**src/hw/rtl/sliding_median_filter_assert.svh**
```systemverilog
// Assertion macros used by the median filter module.
`ifndef SLIDING_MEDIAN_FILTER_ASSERT_SVH
`define SLIDING_MEDIAN_FILTER_ASSERT_SVH
`ifndef NO_ASSERTIONS
// Property that must hold at every clock edge outside reset.
`define SMF_ASSERT(lbl, prop) \
  lbl: assert property (@(posedge clk_i) disable iff (!rst_ni) (prop)) \
    else $error("median filter assertion failed");
// Condition a implies condition b in the following cycle.
`define SMF_ASSERT_NEXT(lbl, a, b) \
  lbl: assert property (@(posedge clk_i) disable iff (!rst_ni) (a) |=> (b)) \
    else $error("median filter assertion failed");
`else
`define SMF_ASSERT(lbl, prop)
`define SMF_ASSERT_NEXT(lbl, a, b)
`endif
`endif

```
**src/hw/rtl/smf_pkg.sv**
```systemverilog
package smf_pkg;

  // Width of one sample and of the median.
  localparam int unsigned SampleW = 16;

  // Default window length and rank.
  localparam int unsigned WindowDef = 15;
  localparam int unsigned RankDef   = 8;

  typedef logic [SampleW-1:0] sample_t;

endpackage

```
**src/hw/rtl/smf_cell.sv**
```systemverilog
module smf_cell #(
  parameter int unsigned Window = 15,
  parameter int unsigned Index  = 0,
  parameter int unsigned AgeW   = $clog2(Window)
) (
  input  logic                clk_i,
  input  logic                rst_ni,
  input  logic                en_i,
  input  smf_pkg::sample_t    sample_i,
  input  smf_pkg::sample_t    left_val_i,
  input  logic [AgeW-1:0]     left_age_i,
  input  smf_pkg::sample_t    right_val_i,
  input  logic [AgeW-1:0]     right_age_i,
  input  logic                old_seen_i,
  output logic                old_seen_o,
  output logic                old_o,
  output smf_pkg::sample_t    val_o,
  output logic [AgeW-1:0]     age_o,
  output smf_pkg::sample_t    val_d_o
);
  import smf_pkg::*;

  localparam logic [AgeW-1:0] OldestAge = AgeW'(Window - 1);
  localparam logic [AgeW-1:0] ResetAge  = AgeW'(Index);
  localparam bit              IsFirst   = (Index == 0);
  localparam bit              IsLast    = (Index == Window - 1);

  sample_t         val_q, val_d;
  logic [AgeW-1:0] age_q, age_d;
  logic            here;
  sample_t         low_val, own_val;
  logic [AgeW-1:0] low_age, own_age;

  // This cell holds the oldest entry, which leaves the window on this item.
  assign old_o      = (age_q == OldestAge);
  assign here       = old_seen_i | old_o;
  assign old_seen_o = here;

  // Entries of the window after the oldest one is removed: the one that lands
  // just below this slot and the one that lands in this slot.
  assign low_val = old_seen_i ? val_q : left_val_i;
  assign low_age = old_seen_i ? age_q : left_age_i;
  assign own_val = here ? right_val_i : val_q;
  assign own_age = here ? right_age_i : age_q;

  // Insert the new sample into the shortened sorted row.
  always_comb begin
    if (!IsFirst && (low_val > sample_i)) begin
      val_d = low_val;
      age_d = low_age + AgeW'(1);
    end else if (!IsLast && !(own_val > sample_i)) begin
      val_d = own_val;
      age_d = own_age + AgeW'(1);
    end else begin
      val_d = sample_i;
      age_d = '0;
    end
  end

  // Reset fills the window with zeros of distinct ages.
  always_ff @(posedge clk_i or negedge rst_ni) begin
    if (!rst_ni) begin
      val_q <= '0;
      age_q <= ResetAge;
    end else if (en_i) begin
      val_q <= val_d;
      age_q <= age_d;
    end
  end

  assign val_o   = val_q;
  assign age_o   = age_q;
  assign val_d_o = val_d;

endmodule

```
**src/hw/rtl/sliding_median_filter.sv**
```systemverilog
// Channel   Direction  Signals                                     Payload
// sample    in         sample_valid_i / sample_ready_o             sample_i (16 bit)
// median    out        median_valid_o / median_ready_i             median_o (16 bit)
//
// One item per cycle unless the median output stalls; the median of an item appears in the cycle after it is taken.
// The window is a sorted row of WINDOW cells; each item removes the oldest
// entry and inserts the new sample in one pass along the row.
// Reset fills the window with zeros, which count as samples.
// A result register holds the median; while it waits, a new item is taken
// only in the cycle in which the waiting result is taken.
module sliding_median_filter #(
  parameter int unsigned WINDOW = smf_pkg::WindowDef,
  parameter int unsigned RANK   = smf_pkg::RankDef
) (
  input  logic             clk_i,
  input  logic             rst_ni,
  input  logic             sample_valid_i,
  output logic             sample_ready_o,
  input  smf_pkg::sample_t sample_i,
  output logic             median_valid_o,
  input  logic             median_ready_i,
  output smf_pkg::sample_t median_o
);
  import smf_pkg::*;

  `include "sliding_median_filter_assert.svh"

  localparam int unsigned AgeW    = $clog2(WINDOW);
  localparam int unsigned RankEff = (RANK < 1) ? 1 : ((RANK > WINDOW) ? WINDOW : RANK);

  sample_t         val_w   [WINDOW];
  sample_t         val_d_w [WINDOW];
  logic [AgeW-1:0] age_w   [WINDOW];
  logic [WINDOW:0] seen_w;
  logic [WINDOW-1:0] old_w;
  logic [WINDOW-2:0] asc_w;
  logic            accept;
  logic            out_valid_q;
  sample_t         median_q;

  assign accept         = sample_valid_i & sample_ready_o;
  assign sample_ready_o = !out_valid_q | median_ready_i;
  assign seen_w[0]      = 1'b0;

  // Sorted row of window cells.
  for (genvar k = 0; k < WINDOW; k++) begin : g_cell
    smf_cell #(
      .Window (WINDOW),
      .Index  (k),
      .AgeW   (AgeW)
    ) u_cell (
      .clk_i       (clk_i),
      .rst_ni      (rst_ni),
      .en_i        (accept),
      .sample_i    (sample_i),
      .left_val_i  ((k == 0) ? '0 : val_w[(k == 0) ? 0 : k - 1]),
      .left_age_i  ((k == 0) ? '0 : age_w[(k == 0) ? 0 : k - 1]),
      .right_val_i ((k == WINDOW - 1) ? '0 : val_w[(k == WINDOW - 1) ? k : k + 1]),
      .right_age_i ((k == WINDOW - 1) ? '0 : age_w[(k == WINDOW - 1) ? k : k + 1]),
      .old_seen_i  (seen_w[k]),
      .old_seen_o  (seen_w[k+1]),
      .old_o       (old_w[k]),
      .val_o       (val_w[k]),
      .age_o       (age_w[k]),
      .val_d_o     (val_d_w[k])
    );
  end

  // Ordering check of neighboring cells.
  for (genvar k = 0; k < WINDOW - 1; k++) begin : g_asc
    assign asc_w[k] = (val_w[k] <= val_w[k+1]);
  end

  // Result register.
  always_ff @(posedge clk_i or negedge rst_ni) begin
    if (!rst_ni) begin
      out_valid_q <= 1'b0;
    end else if (accept) begin
      out_valid_q <= 1'b1;
    end else if (median_ready_i) begin
      out_valid_q <= 1'b0;
    end
  end

  always_ff @(posedge clk_i) begin
    if (accept) begin
      median_q <= val_d_w[RankEff-1];
    end
  end

  assign median_valid_o = out_valid_q;
  assign median_o       = median_q;

  `SMF_ASSERT(a_one_oldest, $onehot(old_w) && !seen_w[0] && seen_w[WINDOW])
  `SMF_ASSERT(a_row_sorted, &asc_w)
  `SMF_ASSERT_NEXT(a_result_after_item, accept, out_valid_q && (median_q == val_w[RankEff-1]))

endmodule
```
**config.mk**
```make
export PLATFORM = sky130hd
export DESIGN_NAME = sliding_median_filter
export DESIGN_NICKNAME = d
export VERILOG_FILES = /design/src/hw/rtl/smf_pkg.sv /design/src/hw/rtl/smf_cell.sv /design/src/hw/rtl/sliding_median_filter.sv
export VERILOG_INCLUDE_DIRS = /design/src /design/src/hw/rtl
export SDC_FILE = /design/constraint.sdc
export NUM_CORES = 1
export LEC_CHECK = 0
export ABC_AREA = 1
export BUFFER_PORTS_ARGS = -buffer_cell sky130_fd_sc_hd__buf_2
export CORE_MARGIN = 2
export CORE_UTILIZATION = 47
export DETAILED_ROUTE_END_ITERATION = 8
export GPL_TIMING_DRIVEN = 0
export SLEW_MARGIN = 20
export SYNTH_ARGS = -nofsm -noshare
export SYNTH_HDL_FRONTEND = slang
export SYNTH_SLANG_ARGS = --single-unit
export TNS_END_PERCENT = 5
```
**constraint.sdc**
```tcl
create_clock -name clk_i -period 7.2 [get_ports clk_i]
set_input_delay 1.08 -clock clk_i [delete_from_list [all_inputs] [get_ports clk_i]]
set_output_delay 1.08 -clock clk_i [all_outputs]
set_load 0.02 [all_outputs]
```
==> Word-level counts from Yosys, hierarchy flattened <==
Index checks and enable logic that the tools add are counted.
{ "classes": {"addsub": 14, "magnitude_cmp": 14, "n_eq_ne": 14, "muxes": 86, "bitwise_logic": 15, "n_reduce_logical": 2} }
{ "op_table": {"columns": ["cell", "count"], "rows": [
  ["two-way mux 16 bit", 42],
  ["greater-than comparator 16 bit", 14],
  ["two-way mux 4 bit", 42],
  ["adder 4 x 1 -> 4 bit (second input constant)", 14],
  ["equality test 4 bit (second input constant)", 14],
  ["bitwise OR 1 bit", 14],
  ["two-way mux 1 bit", 2],
  ["nonzero test 2 bit", 1],
  ["AND 1 bit", 1],
  ["zero test 1 bit", 1]
]} }
{ "totals": {"register_bits": 317, "inputBits": 20, "output_inout_bits": 18, "elab_cells": 177} }

==> Logic depth before layout (Yosys ltp) <==
{ "depth": {"ltp_word": 18, "mapped_depth": 29, "depth_no_buf": 28} }

==> By module <==
From an unflattened synthesis, not the netlist that was laid out.
{ "hier_totals": {"cells_unflattened": 6413, "area_unflattened_um2": 40660.2} }
{ "modules_own_cells": {"columns": ["mod", "instances", "cells_each", "area_per_inst_um2", "seq_area_each_um2"], "rows": [
  ["smf_cell at g_cell[10].u_cell ...", 3, 449, 2770.2, 503.0],
  ["smf_cell at g_cell[1].u_cell ...", 3, 449, 2768.9, 501.7],
  ["smf_cell at g_cell[12].u_cell ...", 2, 445, 2852.7, 503.0],
  ["smf_cell at g_cell[13].u_cell ...", 2, 449, 2771.4, 504.2],
  ["smf_cell at g_cell[11].u_cell", 1, 445, 2854.0, 504.2],
  ["smf_cell at g_cell[2].u_cell", 1, 445, 2851.5, 501.7],
  ["smf_cell at g_cell[9].u_cell", 1, 450, 2752.6, 503.0],
  ["smf_cell at g_cell[0].u_cell", 1, 295, 1918.1, 500.5],
  ["smf_cell at g_cell[14].u_cell", 1, 273, 1889.3, 504.2],
  ["sliding_median_filter", 1, 23, 529.3, 505.5]
]} }

==> Worst setup path before layout <==
OpenSTA, ideal clock, no wires.
{ "synth_path": {"path_kind": "reg2reg", "from": "register g_cell[3].u_cell.age_q[0]", "to": "register g_cell[11].u_cell.val_q[13]", "setup_time_ns": 0.138, "arrival_time_ns": 3.768, "required_time_ns": 7.062, "setup_slack_ns": 3.294, "path_stages_with_launch": 27, "path_buffers": 4, "synth_period_minus_slack_ns": 3.906, "cell_sequence": "dfstp_2 -> inv_1 -> nand4_1 -> inv_1 -> nor2_4 -> nand4_2 -> nor2_4 -> nand4_4 -> nor2_4 -> buf_4 -> buf_2 -> o21ai_2 -> ha_1 -> inv_1 -> nor2_1 -> nor2_1 -> o21a_1 -> o221ai_1 -> nand2_1 -> nand2_1 -> nand2_1 -> inv_1 -> clkbuf_1 -> clkbuf_1 -> nand2_1 -> o211ai_1 -> a31oi_1"} }
{ "synth_via": {"elab_chain_len": 14, "word_cells_on_any_way": 16, "cone_classes": "order compare: 2; eq/ne: 1; mux: 4; bitwise: 9"} }
{ "synth_lines": {"columns": ["item", "line", "source"], "rows": [
  ["from (decl)", "smf_cell.sv:29", "logic [AgeW-1:0] age_q, age_d;"],
  ["from (signal assigned)", "smf_cell.sv:64", "age_q <= ResetAge;"],
  ["from (signal assigned)", "smf_cell.sv:67", "age_q <= age_d;"],
  ["equality test 4 bit (*)", "smf_cell.sv:35", "assign old_o = (age_q == OldestAge);"],
  ["bitwise OR 1 bit (*) (8 in series)", "smf_cell.sv:36", "assign here = old_seen_i | old_o;"],
  ["bitwise OR 1 bit", "smf_cell.sv:36", null],
  ["two-way mux 16 bit", "smf_cell.sv:43", "assign own_val = here ? right_val_i : val_q;"],
  ["greater-than comparator 16 bit", "smf_cell.sv:51", "end else if (!IsLast && !(own_val > sample_i)) begin"],
  ["two-way mux 16 bit", "smf_cell.sv:51", null],
  ["two-way mux 16 bit (*)", "smf_cell.sv:48", "if (!IsFirst && (low_val > sample_i)) begin"],
  ["to (signal assigned)", "smf_cell.sv:66", "val_q <= val_d;"],
  ["to (decl)", "smf_cell.sv:28", "sample_t val_q, val_d;"]
]} }
Every way passes the cells marked *; elsewhere a longest branch is shown, timed or not.
A chain may end at the register's enable or synchronous reset.

==> Worst setup path after layout <==
{ "layout_path": {"from": "register g_cell[1].u_cell.age_q[0]", "to": "register g_cell[13].u_cell.val_q[12]"} }
{ "layout_via": {"elab_chain_len": 18, "word_cells_on_any_way": 20, "cone_classes": "order compare: 2; eq/ne: 1; mux: 4; bitwise: 13"} }
{ "layout_lines": {"columns": ["item", "line"], "rows": [
  ["from (decl)", "smf_cell.sv:29"],
  ["from (signal assigned)", "smf_cell.sv:64"],
  ["from (signal assigned)", "smf_cell.sv:67"],
  ["equality test 4 bit (*)", "smf_cell.sv:35"],
  ["bitwise OR 1 bit (*) (12 in series)", "smf_cell.sv:36"],
  ["bitwise OR 1 bit", "smf_cell.sv:36"],
  ["two-way mux 16 bit", "smf_cell.sv:43"],
  ["greater-than comparator 16 bit", "smf_cell.sv:51"],
  ["two-way mux 16 bit", "smf_cell.sv:51"],
  ["two-way mux 16 bit (*)", "smf_cell.sv:48"],
  ["to (signal assigned)", "smf_cell.sv:66"],
  ["to (decl)", "smf_cell.sv:28"]
]} }
Marked as above.

==> summary by stage <==
Outcome
The run finished with clean final reports.

Place
The count of port buffers added during placement is 37. Summed over all nets, the half-perimeter wirelength after detailed placement is 83600 um. The final weighted congestion in routability-driven placement is 0.993.

Yosys
The mux contribution to synthesized area is 0.325%. Yosys mapped a number of flops with a built-in enable equal to 16. The synthesized netlist devotes 24.8% of its cell area to compound gates. Yosys printed 0 warnings. In the synthesized netlist the dominant register cell turns out to be dfrtp_1.

Synthesis produced a netlist with a net count of 3772. The xor and xnor fraction of the mapped netlist area is 0.876%. Of all flip-flops after synthesis, the portion carrying an async set or reset was 95.0%. The synthesis-stage register bit count is 317.

The average instance in the mapped netlist occupies 7.12 um^2. The arithmetic-cell share of the synthesized area counting full adders, half adders and majority gates is 11.9%. The synthesized netlist devotes 21.7% of its cell area to simple gates. Counting distinct cell types in the post-synthesis netlist gives 53. The fraction of the yosys area taken by sequential cells is 32.2%. The main combinational cell family by area after synthesis is compound AO/OA/AOI/OAI gates.

The number of instances in the synthesized netlist is 3514. The mapped netlist covers 25000 um^2.

STA
The number of hold-slack violations in the final timing report is 0. For the finished layout, the period the worst path requires is 5.32 ns. The final total negative setup slack is 0 ns. In this run the tightest slew margin relative to its limit is 18.1%. Setup repair after global routing left no endpoint under its margin.

Timing would allow up to 0.188 GHz. The share of the clock period used by the worst path is 73.9%. At the pin with the least slew margin, the transition time is 1.23 ns. Setup violations remaining at the end of the flow were counted as 0.

The number of max-slew violations in the final report is 0. The final worst clock skew is 0.0268 ns.

Drt
The remaining number of nets flagged by the antenna check after routing is 0. The wire length per cell is 25.3 um. After detailed routing, the number of vias per cell comes to 6.25. The final routed wirelength across all metal layers is 110000 um.

The routed layout has 27.1k vias. The initial DRC count is 3051. The DRC violation count after routing is 0. The first detailed-routing pass ran for 6 iterations.

Global route
The number of global-route vias before repair is 25.9k. The largest net degree at the start of global routing is 85. The initial antenna violation count is 9.

In the global route stage, overall resource usage came out at 38.9%. The remaining global-route overflow is 0. The first global-routing pass estimated 163000 um of wire.

Floorplan
For this configuration, the core starts out at a cell density of 47.6%. The total number of placement rows is 84. The width of the die is 235 um. The height of the chip is 235 um. The area of the die is 55100 um^2. The core region is 52600 um^2.

In this run the count of I/O pins placed on the die edge is 38.

Worst setup path
For the worst setup path, the data required time is 7.62 ns. The nature of the critical path startpoint is a flop. By startpoint and endpoint, the worst setup path is classified as reg -> reg. The largest driver fanout on the critical path is 10. The critical path data arrival time is 5.74 ns. The maximum single-stage delay on the critical path is 0.55 ns. For flop-to-flop paths, the worst setup slack is 1.88 ns.

The master of the slowest instance on the critical path is dfstp_2. The nature of the critical path endpoint is a flop.

Layout
The number of nets in the layout is 3870. The layout-stage area growth over the synthesis result is 11.2%. After filler insertion, the fill cell instance count of the layout stands at 5255. The post-route netlist has 7.14% of its cells at a drive strength greater than 1.

Clocking
The clock edge transition at the registers on the reported setup and hold paths is 0.06 ns. Buffers inserted during clock tree synthesis total 41. The buffer type at the clock tree root is clkbuf_16. After clock tree synthesis, the flow added hold-fix buffers numbering 0. The number of gates resized after CTS is 0. The number of setup buffers added after CTS is 0. The clock tree from TritonCTS is yes.

The number of H-tree levels is 2. The total number of clock tree sinks is 317. The number of buffers on the longest clock path is 3.

At the later pin of the worst-skew pair, clock insertion delay measures 0.58 ns.

Hold path
The min-delay analysis places its worst path in the category in -> async.

Run
The tool flagged a number of max-cap violations equal to 0.
-- layout make-up --
cell class	instances	area (um^2)	area share [%]
inverter	314	1180	4.24
clock buffer	58	1150	4.13
tap	688	861	3.09
antenna	6	15.0	0.0540
timing repair buffer	55	653	2.35
multi-input combinational	2661	14900	53.6
sequential	317	8050	28.9
buffer	222	887	3.19
clock inverter	15	105	0.378
-- through the flow --
| stage | cell area [um^2] | worst slack (ns) | util [%] | hold WS, ns | cells |
|---|---|---|---|---|---|
| after floorplan | 25000 | 3.29 | - | 0.448 | 3514 |
| after global placement | 26100 | -1.06 | 49.6 | 0.459 | 4239 |
| after detailed placement | 26500 | 2.02 | 50.5 | 0.462 | 4257 |
| after CTS | 27800 | 1.96 | 52.9 | 0.467 | 4330 |
| after global routing | 27800 | 1.46 | 52.9 | 0.498 | 4335 |
| final | 27800 | 1.88 | 52.9 | 0.435 | 4336 |
-- cell usage after synthesis, types with 9 or more instances --
master / count / area, um^2
nand4_1: 42 / 263
a31oi_1: 154 / 963
o221ai_1: 20 / 175
xor2_1: 22 / 193
clkbuf_1: 189 / 709
buf_2: 14 / 70.1
nor3_1: 16 / 80.1
inv_2: 9 / 33.8
a211oi_1: 11 / 82.6
buf_1: 15 / 56.3
edfxtp_1: 16 / 480
ha_1: 238 / 2980
a22oi_1: 10 / 75.1
a21oi_1: 158 / 791
o21ai_1: 30 / 150
nand2_1: 919 / 3450
dfrtp_1: 273 / 6830
o211ai_1: 141 / 1060
dfstp_2: 28 / 736
o21ai_0: 406 / 2030
or2_2: 14 / 87.6
inv_1: 303 / 1140
o21ai_2: 27 / 236
nor2_1: 280 / 1050
nand3_1: 40 / 200
o22ai_1: 59 / 369
-- layer usage --
metal  share of wire, %  track usage, %
met5              0.016               0
met3                 10            7.41
met4                6.9            23.4
met1                 41            52.5
met2                 42            57.9
-- critical path, delay by kind of cell, from the launching register on --
family | cells | cell delay [ns]
AND/OR/NAND/NOR | 13 | 1.86
buffers and inverters | 5 | 1.43
AO/OA/AOI/OAI | 6 | 0.99
flip-flops | 1 | 0.55
adder cells (fa/ha/maj) | 1 | 0.33
-- path summary, 6_finish.rpt --
check | start | to | cells after the start
hold reg to reg | g_cell[14].u_cell.age_o[3]$_DFFE_PN1P_ | g_cell[14].u_cell.age_o[3]$_DFFE_PN1P_ | 2
min in group clk_i | g_cell[14].u_cell.age_o[3]$_DFFE_PN1P_ | g_cell[14].u_cell.age_o[3]$_DFFE_PN1P_ | 2
setup reg to reg | g_cell[1].u_cell.age_o[0]$_DFFE_PN1P_ | g_cell[13].u_cell.val_o[12]$_DFFE_PN0P_ | 25
setup / recovery | g_cell[1].u_cell.age_o[0]$_DFFE_PN1P_ | g_cell[13].u_cell.val_o[12]$_DFFE_PN0P_ | 25
hold / removal | rst_ni | g_cell[7].u_cell.val_o[10]$_DFFE_PN0P_ | 1
max in group asynchronous | rst_ni | g_cell[13].u_cell.age_o[3]$_DFFE_PN1P_ | 3
-- sequential cells by signal (all words and copies together) (netlist names) --
| signal | count |
|---|---|
| median_o | 16 |
| g_cell.u_cell.val_o | 240 |
| median_valid_o | 1 |
| g_cell.u_cell.age_o | 60 |
-- cells by family (layout without fill, tap and decap cells) --
logic type	count (synthesis)	in the layout
other	0	6
xor gates and xnor gates	25	25
DFF	317	317
buffers and inverters	536	664
AOI/OAI and AO/OA	1048	1048
muxes	8	8
adders and majority gates	238	238
and+or+nand+nor	1342	1342
-- layout by cell type (no fill, tap or decap), types with 8 or more instances in the layout --
| cell type | instances |
|---|---|
| clkinv_2 | 9 |
| a21oi_1 | 158 |
| a22oi_1 | 10 |
| clkbuf_2 | 17 |
| a31oi_1 | 154 |
| a31o_2 | 8 |
| edfxtp_1 | 16 |
| nand3_1 | 40 |
| o21ai_2 | 27 |
| buf_2 | 50 |
| dfrtp_1 | 273 |
| inv_1 | 303 |
| ha_1 | 238 |
| o22ai_1 | 59 |
| buf_1 | 15 |
| buf_16 | 13 |
| xor2_1 | 22 |
| a211oi_1 | 11 |
| inv_2 | 9 |
| nor3_1 | 16 |
| o211ai_1 | 141 |
| dfstp_2 | 28 |
| or2_2 | 14 |
| clkbuf_16 | 41 |
| o21ai_1 | 30 |
| clkbuf_1 | 183 |
| o221ai_1 | 20 |
| o21ai_0 | 406 |
| nor2_1 | 280 |
| nand4_1 | 42 |
| nand2_1 | 919 |
Power is not shown: default switching activity piles up to over one toggle a cycle in this logic, so the estimate is an artifact.
